**config.mk**
```make
export PLATFORM = sky130hd
export DESIGN_NAME = midi_step_sequencer
export DESIGN_NICKNAME = d
export VERILOG_FILES = /design/src/hw/rtl/mss_pkg.sv /design/src/hw/rtl/mss_front.sv /design/src/hw/rtl/mss_back.sv /design/src/hw/rtl/midi_step_sequencer.sv
export SDC_FILE = /design/constraint.sdc
export NUM_CORES = 1
export LEC_CHECK = 0
export BUFFER_PORTS_ARGS = -buffer_cell sky130_fd_sc_hd__buf_2
export CAP_MARGIN = 25
export CORE_ASPECT_RATIO = 2
export CORE_UTILIZATION = 35
export CTS_CLUSTER_SIZE = 25
export DETAILED_ROUTE_END_ITERATION = 6
export GPL_TIMING_DRIVEN = 0
export SETUP_SLACK_MARGIN = 0.2
export SLEW_MARGIN = 20
export SYNTH_ARGS = -nofsm -noshare
export SYNTH_HDL_FRONTEND = slang
export SYNTH_SLANG_ARGS = --single-unit
```
**constraint.sdc**
```tcl
create_clock -name clk -period 4.1 [get_ports clk]
set_input_delay 0.205 -clock clk [delete_from_list [all_inputs] [get_ports clk]]
set_output_delay 0.205 -clock clk [all_outputs]
set_load 0.02 [all_outputs]
```
**src/hw/rtl/mss_pkg.sv**
```systemverilog
`timescale 1ns / 1ps
// ----------------------------------------------------------------------------
// mss_pkg: shared types and constants of the MIDI step sequencer
// Operation codes, command word, configuration set and message forming.
// ----------------------------------------------------------------------------
package mss_pkg;

	// operation carried in tuser of the input stream
	typedef enum logic [1:0] {
		OP_TICK     = 2'd0,
		OP_KEY_DOWN = 2'd1,
		OP_KEY_UP   = 2'd2,
		OP_CLEAR    = 2'd3
	} op_t;

	// configuration register indexes
	typedef enum logic [1:0] {
		REG_CHANNEL = 2'd0,
		REG_BASE    = 2'd1,
		REG_LOOP    = 2'd2,
		REG_NONE    = 2'd3
	} cfg_reg_t;

	// back end sequencing states
	typedef enum logic [3:0] {
		S_IDLE,   // waiting for a command word
		S_KOFF,   // note-off of the previously held key
		S_KON,    // note-on of the new key
		S_KUP,    // note-off on key release
		S_RD,     // ring read issued
		S_EVAL,   // ring entry available
		S_TPEND,  // flush pending note-off before next tick match
		S_TON,    // note-on of a matching tick entry
		S_TFIN,   // last pending note-off, step advance
		S_KREC    // record the new note
	} back_state_t;

	localparam int KEY_W  = 5;
	localparam int CHAN_W = 4;
	localparam int BYTE_W = 7;
	localparam int LEN_W  = 7;

	localparam logic [7:0]        STAT_ON   = 8'h90;
	localparam logic [7:0]        STAT_OFF  = 8'h80;
	localparam logic [BYTE_W-1:0] VEL_ON    = 7'h7F;
	localparam logic [BYTE_W-1:0] VEL_OFF   = 7'h00;
	localparam logic [BYTE_W-1:0] NOTE_MAX  = 7'h7F;

	localparam logic [CHAN_W-1:0] RST_CHANNEL = 4'd0;
	localparam logic [BYTE_W-1:0] RST_BASE    = 7'd48;
	localparam logic [LEN_W-1:0]  RST_LOOP    = 7'd64;

	// decoded command word between front and back
	typedef struct packed {
		op_t              op;
		logic [KEY_W-1:0] key;
	} cmd_t;

	// configuration set seen by the back end
	typedef struct packed {
		logic [CHAN_W-1:0] channel;
		logic [BYTE_W-1:0] base;
		logic [LEN_W-1:0]  loop_len;
	} cfg_t;

	// one MIDI message plus end-of-run flag
	typedef struct packed {
		logic              last;
		logic [BYTE_W-1:0] velocity;
		logic [BYTE_W-1:0] note;
		logic [7:0]        status;
	} msg_t;

	// form a note-on or note-off message, note byte saturated at 127
	function automatic msg_t make_msg(input logic on, input logic [KEY_W-1:0] key,
	                                  input cfg_t cfg, input logic last);
		msg_t       m;
		logic [7:0] sum;
		sum        = 8'(key) + 8'(cfg.base);
		m.status   = (on ? STAT_ON : STAT_OFF) | 8'(cfg.channel);
		m.note     = sum[7] ? NOTE_MAX : sum[BYTE_W-1:0];
		m.velocity = on ? VEL_ON : VEL_OFF;
		m.last     = last;
		return m;
	endfunction

endpackage

```
**src/hw/rtl/mss_front.sv**
```systemverilog
`timescale 1ns / 1ps
// ----------------------------------------------------------------------------
// mss_front: input side of the MIDI step sequencer
// Takes input words, decodes the operation and queues them for the back end.
// ----------------------------------------------------------------------------
module mss_front (
	input  logic          clk,
	input  logic          arst_n,
	input  logic          s_tvalid,
	output logic          s_tready,
	input  logic [7:0]    s_tdata,   // [4:0] key_number, rest zero
	input  logic [1:0]    s_tuser,   // [1:0] opcode
	output logic          cmd_valid,
	output mss_pkg::cmd_t cmd,
	input  logic          cmd_ready
);

	localparam int QD = 2;

	mss_pkg::cmd_t       fifo_q [QD];
	logic                wr_ptr_q;
	logic                rd_ptr_q;
	logic [1:0]          cnt_q;
	logic                push;
	logic                pop;
	mss_pkg::cmd_t       in_cmd;

	// decode the incoming word
	always_comb begin
		in_cmd.op  = mss_pkg::op_t'(s_tuser);
		in_cmd.key = s_tdata[mss_pkg::KEY_W-1:0];
	end

	assign s_tready  = (cnt_q != 2'(QD));
	assign push      = s_tvalid && s_tready;
	assign cmd_valid = (cnt_q != 2'd0);
	assign pop       = cmd_valid && cmd_ready;
	assign cmd       = fifo_q[rd_ptr_q];

	// queue storage
	always_ff @(posedge clk) begin
		if (push) begin
			fifo_q[wr_ptr_q] <= in_cmd;
		end
	end

	// queue pointers and fill
	always_ff @(posedge clk or negedge arst_n) begin
		if (!arst_n) begin
			wr_ptr_q <= 1'b0;
			rd_ptr_q <= 1'b0;
			cnt_q    <= 2'd0;
		end else begin
			if (push) begin
				wr_ptr_q <= ~wr_ptr_q;
			end
			if (pop) begin
				rd_ptr_q <= ~rd_ptr_q;
			end
			case ({push, pop})
				2'b10:   cnt_q <= cnt_q + 2'd1;
				2'b01:   cnt_q <= cnt_q - 2'd1;
				default: cnt_q <= cnt_q;
			endcase
		end
	end

endmodule

```
**src/hw/rtl/mss_back.sv**
```systemverilog
`timescale 1ns / 1ps
// ----------------------------------------------------------------------------
// mss_back: execution side of the MIDI step sequencer
// Runs one command at a time over the note ring and drives the output word.
// ----------------------------------------------------------------------------
module mss_back #(
	parameter int TABLE_DEPTH = 32,
	parameter int STEP_LIMIT  = 64
) (
	input  logic          clk,
	input  logic          arst_n,
	input  mss_pkg::cfg_t cfg,
	input  logic          cmd_valid,
	input  mss_pkg::cmd_t cmd,
	output logic          cmd_ready,
	output logic          m_tvalid,
	input  logic          m_tready,
	output logic [23:0]   m_tdata,   // [7:0] status, [14:8] note, [21:15] velocity
	output logic          m_tlast
);

	localparam int PTR_W  = (TABLE_DEPTH > 1) ? $clog2(TABLE_DEPTH) : 1;
	localparam int CNT_W  = $clog2(TABLE_DEPTH + 1);
	localparam int STEP_W = $clog2(STEP_LIMIT);
	localparam int ENT_W  = STEP_W + mss_pkg::KEY_W;
	localparam logic [mss_pkg::LEN_W-1:0] LEN_MAX = mss_pkg::LEN_W'(STEP_LIMIT);

	// note ring
	logic [ENT_W-1:0]          mem [TABLE_DEPTH];
	logic [ENT_W-1:0]          rdata_q;
	logic [PTR_W-1:0]          head_q, tail_q, rd_ptr_q;
	logic [CNT_W-1:0]          count_q, idx_q;

	// control and sequencer state
	mss_pkg::back_state_t      state_q, state_d;
	mss_pkg::op_t              op_q;
	logic [mss_pkg::KEY_W-1:0] key_q;
	logic [STEP_W-1:0]         step_q;
	logic                      held_q;
	logic [mss_pkg::KEY_W-1:0] held_key_q;
	logic                      pend_q;
	logic [mss_pkg::KEY_W-1:0] pend_key_q;

	// output register
	logic                      out_valid_q;
	mss_pkg::msg_t             out_q;

	logic                      can_load, out_load, emit, emit_on, emit_last, mem_we;
	logic [mss_pkg::KEY_W-1:0] emit_key;
	logic                      full, last_idx, match, advance;
	logic [STEP_W-1:0]         r_step;
	logic [mss_pkg::KEY_W-1:0] r_key;
	logic [mss_pkg::LEN_W-1:0] len_eff, step_inc;

	function automatic logic [PTR_W-1:0] ptr_inc(input logic [PTR_W-1:0] p);
		return (p == PTR_W'(TABLE_DEPTH - 1)) ? '0 : p + 1'b1;
	endfunction

	assign r_step   = rdata_q[ENT_W-1:mss_pkg::KEY_W];
	assign r_key    = rdata_q[mss_pkg::KEY_W-1:0];
	assign full     = (count_q == CNT_W'(TABLE_DEPTH));
	assign last_idx = (idx_q == count_q - 1'b1);
	assign match    = (r_step == step_q);
	assign can_load = !out_valid_q || m_tready;

	// effective loop length and step increment
	always_comb begin
		if (cfg.loop_len == '0) begin
			len_eff = mss_pkg::LEN_W'(1);
		end else if (cfg.loop_len > LEN_MAX) begin
			len_eff = LEN_MAX;
		end else begin
			len_eff = cfg.loop_len;
		end
		step_inc = mss_pkg::LEN_W'(step_q) + 1'b1;
	end

	// next state
	always_comb begin
		state_d = state_q;
		case (state_q)
			mss_pkg::S_IDLE: begin
				if (cmd_valid) begin
					case (cmd.op)
						mss_pkg::OP_TICK:
							state_d = (count_q == '0) ? mss_pkg::S_TFIN : mss_pkg::S_RD;
						mss_pkg::OP_KEY_DOWN:
							if (held_q && held_key_q == cmd.key) state_d = mss_pkg::S_IDLE;
							else if (held_q) state_d = mss_pkg::S_KOFF;
							else state_d = mss_pkg::S_KON;
						mss_pkg::OP_KEY_UP:
							state_d = held_q ? mss_pkg::S_KUP : mss_pkg::S_IDLE;
						mss_pkg::OP_CLEAR:
							state_d = (count_q == '0) ? mss_pkg::S_IDLE : mss_pkg::S_RD;
						default: state_d = mss_pkg::S_IDLE;
					endcase
				end
			end
			mss_pkg::S_KOFF:  if (can_load) state_d = mss_pkg::S_KON;
			mss_pkg::S_KON:   if (can_load) state_d = full ? mss_pkg::S_RD : mss_pkg::S_KREC;
			mss_pkg::S_KUP:   if (can_load) state_d = mss_pkg::S_IDLE;
			mss_pkg::S_RD:    state_d = mss_pkg::S_EVAL;
			mss_pkg::S_EVAL: begin
				case (op_q)
					mss_pkg::OP_TICK:
						if (match) state_d = mss_pkg::S_TPEND;
						else state_d = last_idx ? mss_pkg::S_TFIN : mss_pkg::S_RD;
					mss_pkg::OP_CLEAR:
						if (can_load) state_d = last_idx ? mss_pkg::S_IDLE : mss_pkg::S_RD;
					mss_pkg::OP_KEY_DOWN:
						if (can_load) state_d = mss_pkg::S_KREC;
					default: state_d = mss_pkg::S_IDLE;
				endcase
			end
			mss_pkg::S_TPEND: if (!pend_q || can_load) state_d = mss_pkg::S_TON;
			mss_pkg::S_TON:   if (can_load) state_d = last_idx ? mss_pkg::S_TFIN : mss_pkg::S_RD;
			mss_pkg::S_TFIN:  if (!pend_q || can_load) state_d = mss_pkg::S_IDLE;
			mss_pkg::S_KREC:  state_d = mss_pkg::S_IDLE;
			default: state_d = mss_pkg::S_IDLE;
		endcase
	end

	// state outputs: message to send, pop and ring write
	always_comb begin
		cmd_ready = 1'b0;
		emit      = 1'b0;
		emit_on   = 1'b0;
		emit_last = 1'b0;
		emit_key  = held_key_q;
		mem_we    = 1'b0;
		case (state_q)
			mss_pkg::S_IDLE: cmd_ready = 1'b1;
			mss_pkg::S_KOFF: emit = 1'b1;
			mss_pkg::S_KON: begin
				emit      = 1'b1;
				emit_on   = 1'b1;
				emit_key  = key_q;
				emit_last = !full;
			end
			mss_pkg::S_KUP: begin
				emit      = 1'b1;
				emit_last = 1'b1;
			end
			mss_pkg::S_EVAL: begin
				emit_key = r_key;
				if (op_q == mss_pkg::OP_CLEAR) begin
					emit      = 1'b1;
					emit_last = last_idx;
				end else if (op_q == mss_pkg::OP_KEY_DOWN) begin
					emit      = 1'b1;
					emit_last = 1'b1;
				end
			end
			mss_pkg::S_TPEND: begin
				emit     = pend_q;
				emit_key = pend_key_q;
			end
			mss_pkg::S_TON: begin
				emit     = 1'b1;
				emit_on  = 1'b1;
				emit_key = r_key;
			end
			mss_pkg::S_TFIN: begin
				emit      = pend_q;
				emit_key  = pend_key_q;
				emit_last = 1'b1;
			end
			mss_pkg::S_KREC: mem_we = 1'b1;
			default: ;
		endcase
	end

	assign out_load = emit && can_load;
	assign advance  = (state_d == mss_pkg::S_RD) &&
	                  (state_q == mss_pkg::S_EVAL || state_q == mss_pkg::S_TON);

	// ring storage with registered read
	always_ff @(posedge clk) begin
		if (mem_we) begin
			mem[tail_q] <= {step_q, key_q};
		end
		rdata_q <= mem[rd_ptr_q];
	end

	// command payload and message payload
	always_ff @(posedge clk) begin
		if (state_q == mss_pkg::S_IDLE && cmd_valid) begin
			op_q  <= cmd.op;
			key_q <= cmd.key;
		end
		if (state_q == mss_pkg::S_TON && can_load) begin
			pend_key_q <= r_key;
		end
		if (out_load) begin
			out_q <= mss_pkg::make_msg(emit_on, emit_key, cfg, emit_last);
		end
	end

	// control state
	always_ff @(posedge clk or negedge arst_n) begin
		if (!arst_n) begin
			state_q     <= mss_pkg::S_IDLE;
			head_q      <= '0;
			tail_q      <= '0;
			rd_ptr_q    <= '0;
			count_q     <= '0;
			idx_q       <= '0;
			step_q      <= '0;
			held_q      <= 1'b0;
			held_key_q  <= '0;
			pend_q      <= 1'b0;
			out_valid_q <= 1'b0;
		end else begin
			state_q <= state_d;
			// scan pointer
			if (state_q == mss_pkg::S_IDLE) begin
				rd_ptr_q <= head_q;
				idx_q    <= '0;
			end else if (advance) begin
				rd_ptr_q <= ptr_inc(rd_ptr_q);
				idx_q    <= idx_q + 1'b1;
			end
			// pending note-off of a tick
			if (state_q == mss_pkg::S_TON && can_load) begin
				pend_q <= 1'b1;
			end
			// end of tick: drop pending flag, step forward
			if (state_q == mss_pkg::S_TFIN && (!pend_q || can_load)) begin
				pend_q <= 1'b0;
				step_q <= (step_inc >= len_eff) ? '0 : step_inc[STEP_W-1:0];
			end
			// clear empties the ring
			if (state_q == mss_pkg::S_EVAL && op_q == mss_pkg::OP_CLEAR &&
			    can_load && last_idx) begin
				head_q  <= '0;
				tail_q  <= '0;
				count_q <= '0;
			end
			// record note, evicting oldest when full
			if (state_q == mss_pkg::S_KREC) begin
				tail_q     <= ptr_inc(tail_q);
				held_q     <= 1'b1;
				held_key_q <= key_q;
				if (full) begin
					head_q <= ptr_inc(head_q);
				end else begin
					count_q <= count_q + 1'b1;
				end
			end
			if (state_q == mss_pkg::S_KUP && can_load) begin
				held_q <= 1'b0;
			end
			// output register
			if (out_load) begin
				out_valid_q <= 1'b1;
			end else if (m_tready) begin
				out_valid_q <= 1'b0;
			end
		end
	end

	assign m_tvalid = out_valid_q;
	assign m_tdata  = {2'b00, out_q.velocity, out_q.note, out_q.status};
	assign m_tlast  = out_q.last;

	// ring fill never exceeds its depth
	a_count_bound: assert property (@(posedge clk) disable iff (!arst_n)
		count_q <= CNT_W'(TABLE_DEPTH))
		else $error("note count above table depth");

	// no pending note-off survives the end of a tick
	a_pend_idle: assert property (@(posedge clk) disable iff (!arst_n)
		(state_q == mss_pkg::S_IDLE) |-> !pend_q)
		else $error("pending note-off left in idle");

	// recording a note makes its key the held key
	a_rec_held: assert property (@(posedge clk) disable iff (!arst_n)
		(state_q == mss_pkg::S_KREC) |=> (held_q && held_key_q == $past(key_q)))
		else $error("held key not updated on record");

	// idle never loads a message
	a_idle_quiet: assert property (@(posedge clk) disable iff (!arst_n)
		(state_q == mss_pkg::S_IDLE) |-> !out_load)
		else $error("message loaded while idle");

endmodule

```
**src/hw/rtl/midi_step_sequencer.sv**
```systemverilog
`timescale 1ns / 1ps
// ----------------------------------------------------------------------------
// midi_step_sequencer: looping step sequencer with MIDI message output
// Records notes in a ring, replays them per step, handles key down/up/clear.
// ----------------------------------------------------------------------------
//  channel  | dir | handshake          | payload
//  s_*      | in  | s_tvalid/s_tready  | tuser opcode, tdata key_number
//  m_*      | out | m_tvalid/m_tready  | tdata status/note/velocity, tlast
//  cfg_*    | in  | cfg_valid/cfg_ready| cfg_index register, cfg_data value
//
// Ticks and clears read each recorded note through the registered read of
//   the note ring.
// Reset clears the ring fill, step, held key and registers; ring data is not
//   cleared, only filled entries are ever read.
// A stalled output holds the back end; the two-entry input queue keeps
//   taking words meanwhile until it is full. cfg_ready is always high.
// ----------------------------------------------------------------------------
module midi_step_sequencer #(
	parameter int TABLE_DEPTH = 32,
	parameter int STEP_LIMIT  = 64
) (
	input  logic        clk,
	input  logic        arst_n,
	input  logic        s_tvalid,
	output logic        s_tready,
	input  logic [7:0]  s_tdata,    // [4:0] key_number, [7:5] zero
	input  logic [1:0]  s_tuser,    // [1:0] opcode
	output logic        m_tvalid,
	input  logic        m_tready,
	output logic [23:0] m_tdata,    // [7:0] status, [14:8] note, [21:15] velocity
	output logic        m_tlast,
	input  logic        cfg_valid,
	output logic        cfg_ready,
	input  logic [1:0]  cfg_index,
	input  logic [6:0]  cfg_data
);

	mss_pkg::cfg_t cfg_q;
	logic          cmd_valid;
	logic          cmd_ready;
	mss_pkg::cmd_t cmd;

	assign cfg_ready = 1'b1;

	// configuration registers
	always_ff @(posedge clk or negedge arst_n) begin
		if (!arst_n) begin
			cfg_q.channel  <= mss_pkg::RST_CHANNEL;
			cfg_q.base     <= mss_pkg::RST_BASE;
			cfg_q.loop_len <= mss_pkg::RST_LOOP;
		end else if (cfg_valid) begin
			case (mss_pkg::cfg_reg_t'(cfg_index))
				mss_pkg::REG_CHANNEL: cfg_q.channel  <= cfg_data[mss_pkg::CHAN_W-1:0];
				mss_pkg::REG_BASE:    cfg_q.base     <= cfg_data;
				mss_pkg::REG_LOOP:    cfg_q.loop_len <= cfg_data;
				default: ;
			endcase
		end
	end

	mss_front u_front (
		.clk       (clk),
		.arst_n    (arst_n),
		.s_tvalid  (s_tvalid),
		.s_tready  (s_tready),
		.s_tdata   (s_tdata),
		.s_tuser   (s_tuser),
		.cmd_valid (cmd_valid),
		.cmd       (cmd),
		.cmd_ready (cmd_ready)
	);

	mss_back #(
		.TABLE_DEPTH (TABLE_DEPTH),
		.STEP_LIMIT  (STEP_LIMIT)
	) u_back (
		.clk       (clk),
		.arst_n    (arst_n),
		.cfg       (cfg_q),
		.cmd_valid (cmd_valid),
		.cmd       (cmd),
		.cmd_ready (cmd_ready),
		.m_tvalid  (m_tvalid),
		.m_tready  (m_tready),
		.m_tdata   (m_tdata),
		.m_tlast   (m_tlast)
	);

endmodule
```
==> out/results.tsv, run 1 <==
metric	value	unit
cp.required	4420	ps
synth-warning-count	0	
initialDrtViolationCount	1043	
reg2reg_setup_slack	420	ps
regToRegStartpoint	u_back.state_q[2]	
totalNegativeSetupSlack	0	ps
detail_route.wl_per_cell	24.4	microns
ant_nets	0	
synth_edf_count	391	
grt_pass1_wl	71.3	mm
antenna_violations_before_repair	0	
port_buffers	42	
place.gp.congestion	0.875	
total_die_area	56500	sq um
clkTransAtPathRegs	70	ps
max_cap_violations	0	
dpl_cell_area	21000	sq um
hold_path_class	in -> async	
p_leak	8.02	nW
synth.yosys.seq_area_share	0.703	
vdd_drop_max	0.295	mV
postSynth.topFlopCell	sky130_fd_sc_hd__edfxtp_1	
final_hold_viol_count	0	
syn-mean-instance-area	17.8	sq um
power.density	642	nW/um^2
run_status	finished, final reports clean	
reg2reg_depth	13	
die_width	169	microns
overflow	0	
detail_route.first_pass.iterations	6	
flow.area_growth_from_synthesis	15.4	%
fmaxAchievable	272	MHz
n_fill_cell	4831	
vias	10313	
routedLengthMet1	15.1	mm
yosys_register_bits	469	
cts_root_buffer	sky130_fd_sc_hd__clkbuf_16	
pins_over_slew_limit	0	
final_cell_mix	sky130_fd_sc_hd__edfxtp_1, sky130_fd_sc_hd__mux4_2, sky130_fd_sc_hd__nor2_1	
maxUsedRoutingLayer	met4	
dr_wl_met2	28.2	mm
critPathCaptureType	flip-flop	
cpLargestDelayFamily	compound AO/OA/AOI/OAI gates	
multi_input_comb_area	5460	sq um
grt_setup_unrepaired	no	
fin_hold_ws	63.5	ps
timing.critical_path.from_type	flip-flop	
syn-cell-area	19400	sq um
cts_post_setup_buffers_inserted	0	
die_h	335	microns
clock_path_buffers	3	
min_period	3680	ps
critical-path-max-stage-delay	440	ps
number_of_cells_on_the_critical_path	13	
cts_made_buffers	39	
critPathArrivalTime	4000	ps
first_global_vias	10925	
vias_per_cell	5.15	
final_nets	1288	
layout_commonest_cell	sky130_fd_sc_hd__edfxtp_1	
timing_worst_slew_pin_value	1030	ps
crit_path_cell_trace	clkbuf_2 -> nor2_1 -> and3_1 -> clkbuf_1 -> a222oi_1 -> nand2_1 -> ha_1 -> fa_1 -> a21o_1 -> a21oi_1 -> nor2b_1 -> o21ai_0 -> mux2_2	
tritoncts_clock_tree	done	
design_area	22400	sq um
final_layout_size_suffix_gt1_frac	0.259	
antenna-diode-count	0	
report.final.setup_viol	0	
routed_wl	48.9	mm
post_route_fraction_of_the_period_consumed_by_the_critical_path	0.898	
pin_count_of_the_biggest_net_entering_global_routing	50	
gr_usage_total	0.177	
drc	0	
placementRows	121	
crit_path_slowest_cell	sky130_fd_sc_hd__dfrtp_1	
slew_headroom	0.310	
yosysUniqueCellTypes	66	
h-tree-depth	2	
boundaryPins	52	
critPathKind	reg -> reg	
start_util	0.355	
hpwlAfterDp	36.0	mm
numClockSinks	469	
routed-wl-met3	1.44	mm
clock_latency	570	ps
floorplan.core_area	54700	sq um
seq_area	13600	sq um
synthesis.instances	1093	
critical_path.max_fanout	10	
async_reset_ff_frac	0.143	
total_power	0.0144	W
finalClockSkew	16.2	ps
critical_path.n_buffers_inverters	2	
worst_r2r_endpoint	u_back.m_tdata[14]	
postLayoutCoreUtil	0.410	
[sequential cells by signal (all words and copies together) (netlist names), 2 cells and up]
register,flops
u_back.mem,352
cfg_q,18
u_front.fifo_q,14
u_back.m_tdata,12
u_back.rdata_q,11
u_back.count_q,6
u_back.idx_q,6
u_back.step_q,6
u_back.head_q,5
u_back.held_key_q,5
u_back.key_q,5
u_back.pend_key_q,5
u_back.rd_ptr_q,5
u_back.tail_q,5
u_back.state_q,4
u_back.op_q,2
u_front.cnt_q,2
[cell usage after synthesis, types with 8 or more instances]
master | number | area [sq um]
sky130_fd_sc_hd__edfxtp_1 | 391 | 11700
sky130_fd_sc_hd__mux4_2 | 110 | 2480
sky130_fd_sc_hd__nor2_1 | 74 | 278
sky130_fd_sc_hd__nand2_1 | 72 | 270
sky130_fd_sc_hd__dfrtp_1 | 64 | 1600
sky130_fd_sc_hd__mux2_2 | 37 | 417
sky130_fd_sc_hd__clkbuf_1 | 31 | 116
sky130_fd_sc_hd__ha_1 | 27 | 338
sky130_fd_sc_hd__o21ai_0 | 26 | 130
sky130_fd_sc_hd__xor2_1 | 21 | 184
sky130_fd_sc_hd__a21oi_1 | 20 | 100
sky130_fd_sc_hd__inv_1 | 16 | 60.1
sky130_fd_sc_hd__xnor2_1 | 15 | 131
sky130_fd_sc_hd__nand3_1 | 14 | 70.1
sky130_fd_sc_hd__buf_4 | 13 | 97.6
sky130_fd_sc_hd__nand2b_1 | 13 | 81.3
sky130_fd_sc_hd__dfxtp_1 | 11 | 220
sky130_fd_sc_hd__a21o_1 | 10 | 75.1
sky130_fd_sc_hd__buf_1 | 10 | 37.5
sky130_fd_sc_hd__mux2i_1 | 10 | 100
sky130_fd_sc_hd__nor2b_1 | 9 | 56.3
sky130_fd_sc_hd__nor3_1 | 8 | 40.0
[worst max path at each step]
stage / startpoint / endpoint / slack [ps]
2_1_floorplan: u_back.state_q[3] / u_back.m_tdata[14] / 980
3_3_place_gp: u_back.count_q[0] / u_back.tail_q[2] / 100
3_5_place_dp: u_back.state_q[0] / u_back.rd_ptr_q[3] / 320
4_1_cts: u_back.state_q[0] / u_back.rd_ptr_q[3] / 280
5_1_grt: u_back.state_q[2] / u_back.m_tdata[14] / 210
6_report: u_back.state_q[2] / u_back.m_tdata[14] / 420
[per-layer routing]
metal / vias up / global-route usage
li1: 4557 / -
met1: 5319 / 0.157
met2: 293 / 0.353
met3: 144 / 0.0190
met4: 0 / 0.138
met5: - / 0
[where the power goes]
group / switching (W) / internal [W] / leakage (nW)
clock: 0.00171 / 0.00194 / 0.588
combinational: 0.00251 / 0.00185 / 2.75
sequential: 0.000458 / 0.00592 / 4.68
total: 0.00467 / 0.00971 / 8.02
[layout make-up]
| cell class | count | share of cell area |
|---|---|---|
| plain buffers | 57 | 0.0127 |
| clock buffers | 51 | 0.0466 |
| clock inverters | 19 | 0.00738 |
| inverters | 16 | 0.00268 |
| multi-input cells | 555 | 0.244 |
| flip-flops and latches | 469 | 0.610 |
| well taps | 738 | 0.0412 |
| repair buffers | 98 | 0.0358 |
[stage by stage]
stage | setup WS (ps) | instances
after floorplan | 975 | 1097
after global placement | 102 | 1877
after detailed placement | 317 | 1911
after CTS | 284 | 1997
after global routing | 206 | 2003
final | 418 | 2003
[kinds of logic (layout without fill, tap and decap cells)]
| kind of cell | Yosys count | count (layout) | synth area share |
|---|---|---|---|
| multiplexers | 159 | 159 | 0.156 |
| flip-flops | 469 | 469 | 0.703 |
| AND/OR/NAND/NOR | 238 | 238 | 0.0590 |
| buffers and inverters | 73 | 241 | 0.0175 |
| XOR/XNOR | 36 | 36 | 0.0162 |
| other | 2 | 6 | 0.000387 |
| AO/OA/AOI/OAI | 88 | 88 | 0.0300 |
| adder cells (fa/ha/maj) | 28 | 28 | 0.0184 |
[timing repair]
action / CTS / global route
hold buffers: 16 / 0
gates resized for setup: 0 / 6
endpoints found under the hold margin: 100 / 0
setup endpoints to repair: 0 / 1
(Power assumes the default switching activity.)
==> run 2: changes to the inputs <==
--- a/config.mk
+++ b/config.mk
@@ -5,7 +5,8 @@
 export SDC_FILE = /design/constraint.sdc
 export NUM_CORES = 1
 export LEC_CHECK = 0
-export BUFFER_PORTS_ARGS = -buffer_cell sky130_fd_sc_hd__buf_2
+export ABC_AREA = 1
+export BUFFER_PORTS_ARGS = -buffer_cell sky130_fd_sc_hd__clkbuf_2
 export CAP_MARGIN = 25
 export CORE_ASPECT_RATIO = 2
 export CORE_UTILIZATION = 35
==> run 2 against run 1 <==
Effect of this change: maximum frequency increased by 5.0%; clock skew increased by 7.1 ps; register-to-register slack improved by 170 ps; area after synthesis increased by 3.4%; final area increased by 3.3%; via count increased by 38%; setup slack improved by 170 ps; clock power increased by 11%; die area increased by 3.4%; critical path type unchanged; largest cell class unchanged.
==> out/results.tsv, run 2 <==
metric	value	unit	change
leading_cell_types_by_count_after_synthesis	sky130_fd_sc_hd__edfxtp_1, sky130_fd_sc_hd__nor2_1, sky130_fd_sc_hd__o21ai_0		
numClockSinks	469		unchanged
placementRows	123		+1.7%
vdd_drop_max	0.467	mV	+58%
antenna-diode-count	0		unchanged
critical_path.max_fanout	10		unchanged
vias_per_cell	5.39		+4.8%
critPathArrivalTime	3960	ps	-40 ps
reg2reg_setup_slack	590	ps	+170 ps
clock_path_buffers	3		unchanged
max_cap_violations	0		unchanged
p_leak	8.55	nW	+6.6%
slew_headroom	0.320		+0.00982
die_h	341	microns	+1.7%
timing.critical_path.from_type	flip-flop		
yosys_register_bits	469		unchanged
floorplan.core_area	56500	sq um	+3.3%
synth_top_cells_by_area	sky130_fd_sc_hd__edfxtp_1, sky130_fd_sc_hd__dfrtp_1, sky130_fd_sc_hd__o21ai_0, sky130_fd_sc_hd__nor2_1, sky130_fd_sc_hd__nand2_1		
total_die_area	58400	sq um	+3.4%
cts_post_setup_buffers_inserted	0		unchanged
drc	0		unchanged
largest_register	u_back.mem		
cts_made_buffers	40		+2.6%
final_nets	1907		+48%
port_buffers	42		unchanged
start_util	0.355		about the same
grt_pass1_wl	93.0	mm	+30%
first_global_vias	14695		+35%
synth-warning-count	0		unchanged
cp.required	4550	ps	+130 ps
boundaryPins	52		unchanged
synth_edf_count	391		unchanged
gr_usage_total	0.223		+0.0455
post_route_fraction_of_the_period_consumed_by_the_critical_path	0.855		-0.0426
hpwlAfterDp	46.4	mm	+29%
synthesis.instances	1733		+59%
final_cell_mix	sky130_fd_sc_hd__edfxtp_1, sky130_fd_sc_hd__nor2_1, sky130_fd_sc_hd__o21ai_0		
routed_wl	63.7	mm	+30%
regToRegStartpoint	u_back.rd_ptr_q[1]		
largest_register_ffs	352		unchanged
die_width	171	microns	+1.7%
pins_over_slew_limit	0		unchanged
synth.largest_area_cell	sky130_fd_sc_hd__edfxtp_1		
power.density	747	nW/um^2	+16%
worst_hold_path.num_cells	4		
yosys.cell_count.top_type	sky130_fd_sc_hd__edfxtp_1		
report.final.setup_viol	0		unchanged
totalNegativeSetupSlack	0	ps	unchanged
cts_root_buffer	sky130_fd_sc_hd__clkbuf_16		
tritoncts_clock_tree	done		
whs_endpoint	u_back.m_tvalid		
async_reset_ff_frac	0.143		unchanged
yosysUniqueCellTypes	56		-15%
antenna_violations_before_repair	0		unchanged
clock_latency	570	ps	about the same
seq_area	13600	sq um	about the same
syn-cell-area	20100	sq um	+3.4%
critPathKind	reg -> reg		
largest_registers	u_back.mem (352), cfg_q (18), u_front.fifo_q (14)		
final_layout_size_suffix_gt1_frac	0.130		-0.129
ant_nets	0		unchanged
syn-mean-instance-area	11.6	sq um	-35%
clkTransAtPathRegs	70	ps	about the same
critPathCaptureType	flip-flop		
timing_worst_slew_pin_value	1020	ps	-12.0 ps
final_hold_viol_count	0		unchanged
fmaxAchievable	285	MHz	+5.0%
reg2reg_depth	8		-5
overflow	0		unchanged
postSynth.topFlopCell	sky130_fd_sc_hd__edfxtp_1		
total_power	0.0173	W	+20%
vias	14224		+38%
n_fill_cell	5307		+9.9%
multi_input_comb_area	5630	sq um	+3.0%
h-tree-depth	2		unchanged
worst_r2r_endpoint	u_back.rdata_q[5]		
initialDrtViolationCount	1069		+2.5%
min_period	3510	ps	-175 ps
finalClockSkew	23.3	ps	+7.11 ps
flow.area_growth_from_synthesis	15.2	%	
pin_count_of_the_biggest_net_entering_global_routing	44		-12%
run_status	finished, final reports clean		
detail_route.first_pass.iterations	5		-1
detail_route.wl_per_cell	24.2	microns	-1.0%
layout_commonest_cell	sky130_fd_sc_hd__edfxtp_1		
synth.yosys.seq_area_share	0.680		-0.0232
hold_path_class	in -> reg		
grt_setup_unrepaired	no		
place.gp.congestion	0.998		+14%
timing.hold.worst.start	m_tready		
synth.top_cell.area_share	0.585		-0.0200
run 2: kinds of logic after synthesis:
family,count (synthesis),share of synthesized area
AND/OR/NAND/NOR,612,0.131
flip-flops,469,0.680
AO/OA/AOI/OAI,393,0.117
buffers and inverters,208,0.0441
adder cells (fa/ha/maj),28,0.0178
XOR/XNOR,21,0.00916
other,2,0.000374
run 2: cell type report:
type | instances | share of cell area
Clock inverter | 29 | 0.0141
Multi-Input combinational cell | 1060 | 0.243
Inverter | 106 | 0.0174
Clock buffer | 45 | 0.0454
Timing Repair Buffer | 76 | 0.0282
Sequential cell | 469 | 0.590
Buffer | 102 | 0.0208
Tap cell | 750 | 0.0406
run 2: worst max-delay path by stage:
stage               slack [ps]               start                 end  cells after the start
floorplan                 1210   u_back.state_q[1]  u_back.m_tdata[14]                     18
global placement           630   u_back.state_q[0]    u_back.mem[4][6]                      5
detailed placement         730   u_back.state_q[2]  u_back.m_tdata[14]                     19
CTS                        680   u_back.state_q[2]  u_back.m_tdata[14]                     19
global route               350   u_back.state_q[2]  u_back.m_tdata[14]                     19
finish                     590  u_back.rd_ptr_q[1]   u_back.rdata_q[5]                      8
run 2: routing by layer:
layer,wire length (microns),share of wire,track usage
met2,34900,0.55,0.424
met5,0,0,0
met4,6170,0.097,0.193
met1,19400,0.30,0.200
met3,3270,0.051,0.0298
run 2: worst max-delay path, cell delays in order (launching register included):
cell	delay (ps)
sky130_fd_sc_hd__dfrtp_1	380
sky130_fd_sc_hd__clkbuf_1	320
sky130_fd_sc_hd__inv_1	280
sky130_fd_sc_hd__clkbuf_1	560
sky130_fd_sc_hd__clkbuf_1	660
sky130_fd_sc_hd__o21ai_0	240
sky130_fd_sc_hd__o221ai_1	200
sky130_fd_sc_hd__nand3_1	360
sky130_fd_sc_hd__a32oi_1	370
run 2: timing repair:
item / 4_1_cts / 5_1_grt
hold buffers: 16 / 0
resized for setup: 0 / 0
hold endpoints to repair: 100 / 0
run 2: where the power goes:
part / leakage [nW] / internal, W / switching (W)
sequential: 4.60 / 0.00597 / 0.000491
combinational: 3.27 / 0.00186 / 0.00489
clock: 0.686 / 0.00221 / 0.00185
run 2: metrics by stage:
| stage | instance area, sq um | utilization | setup slack (ps) | std cells | hold WS [ps] |
|---|---|---|---|---|---|
| after floorplan | 20100 | - | 1210 | 1737 | -90.6 |
| after global placement | 21200 | 0.376 | 628 | 2529 | 394 |
| after detailed placement | 21600 | 0.382 | 726 | 2544 | 184 |
| after CTS | 23100 | 0.409 | 680 | 2634 | 8.82 |
| after global routing | 23100 | 0.409 | 352 | 2637 | 41.8 |
| final | 23100 | 0.409 | 593 | 2637 | 28.4 |
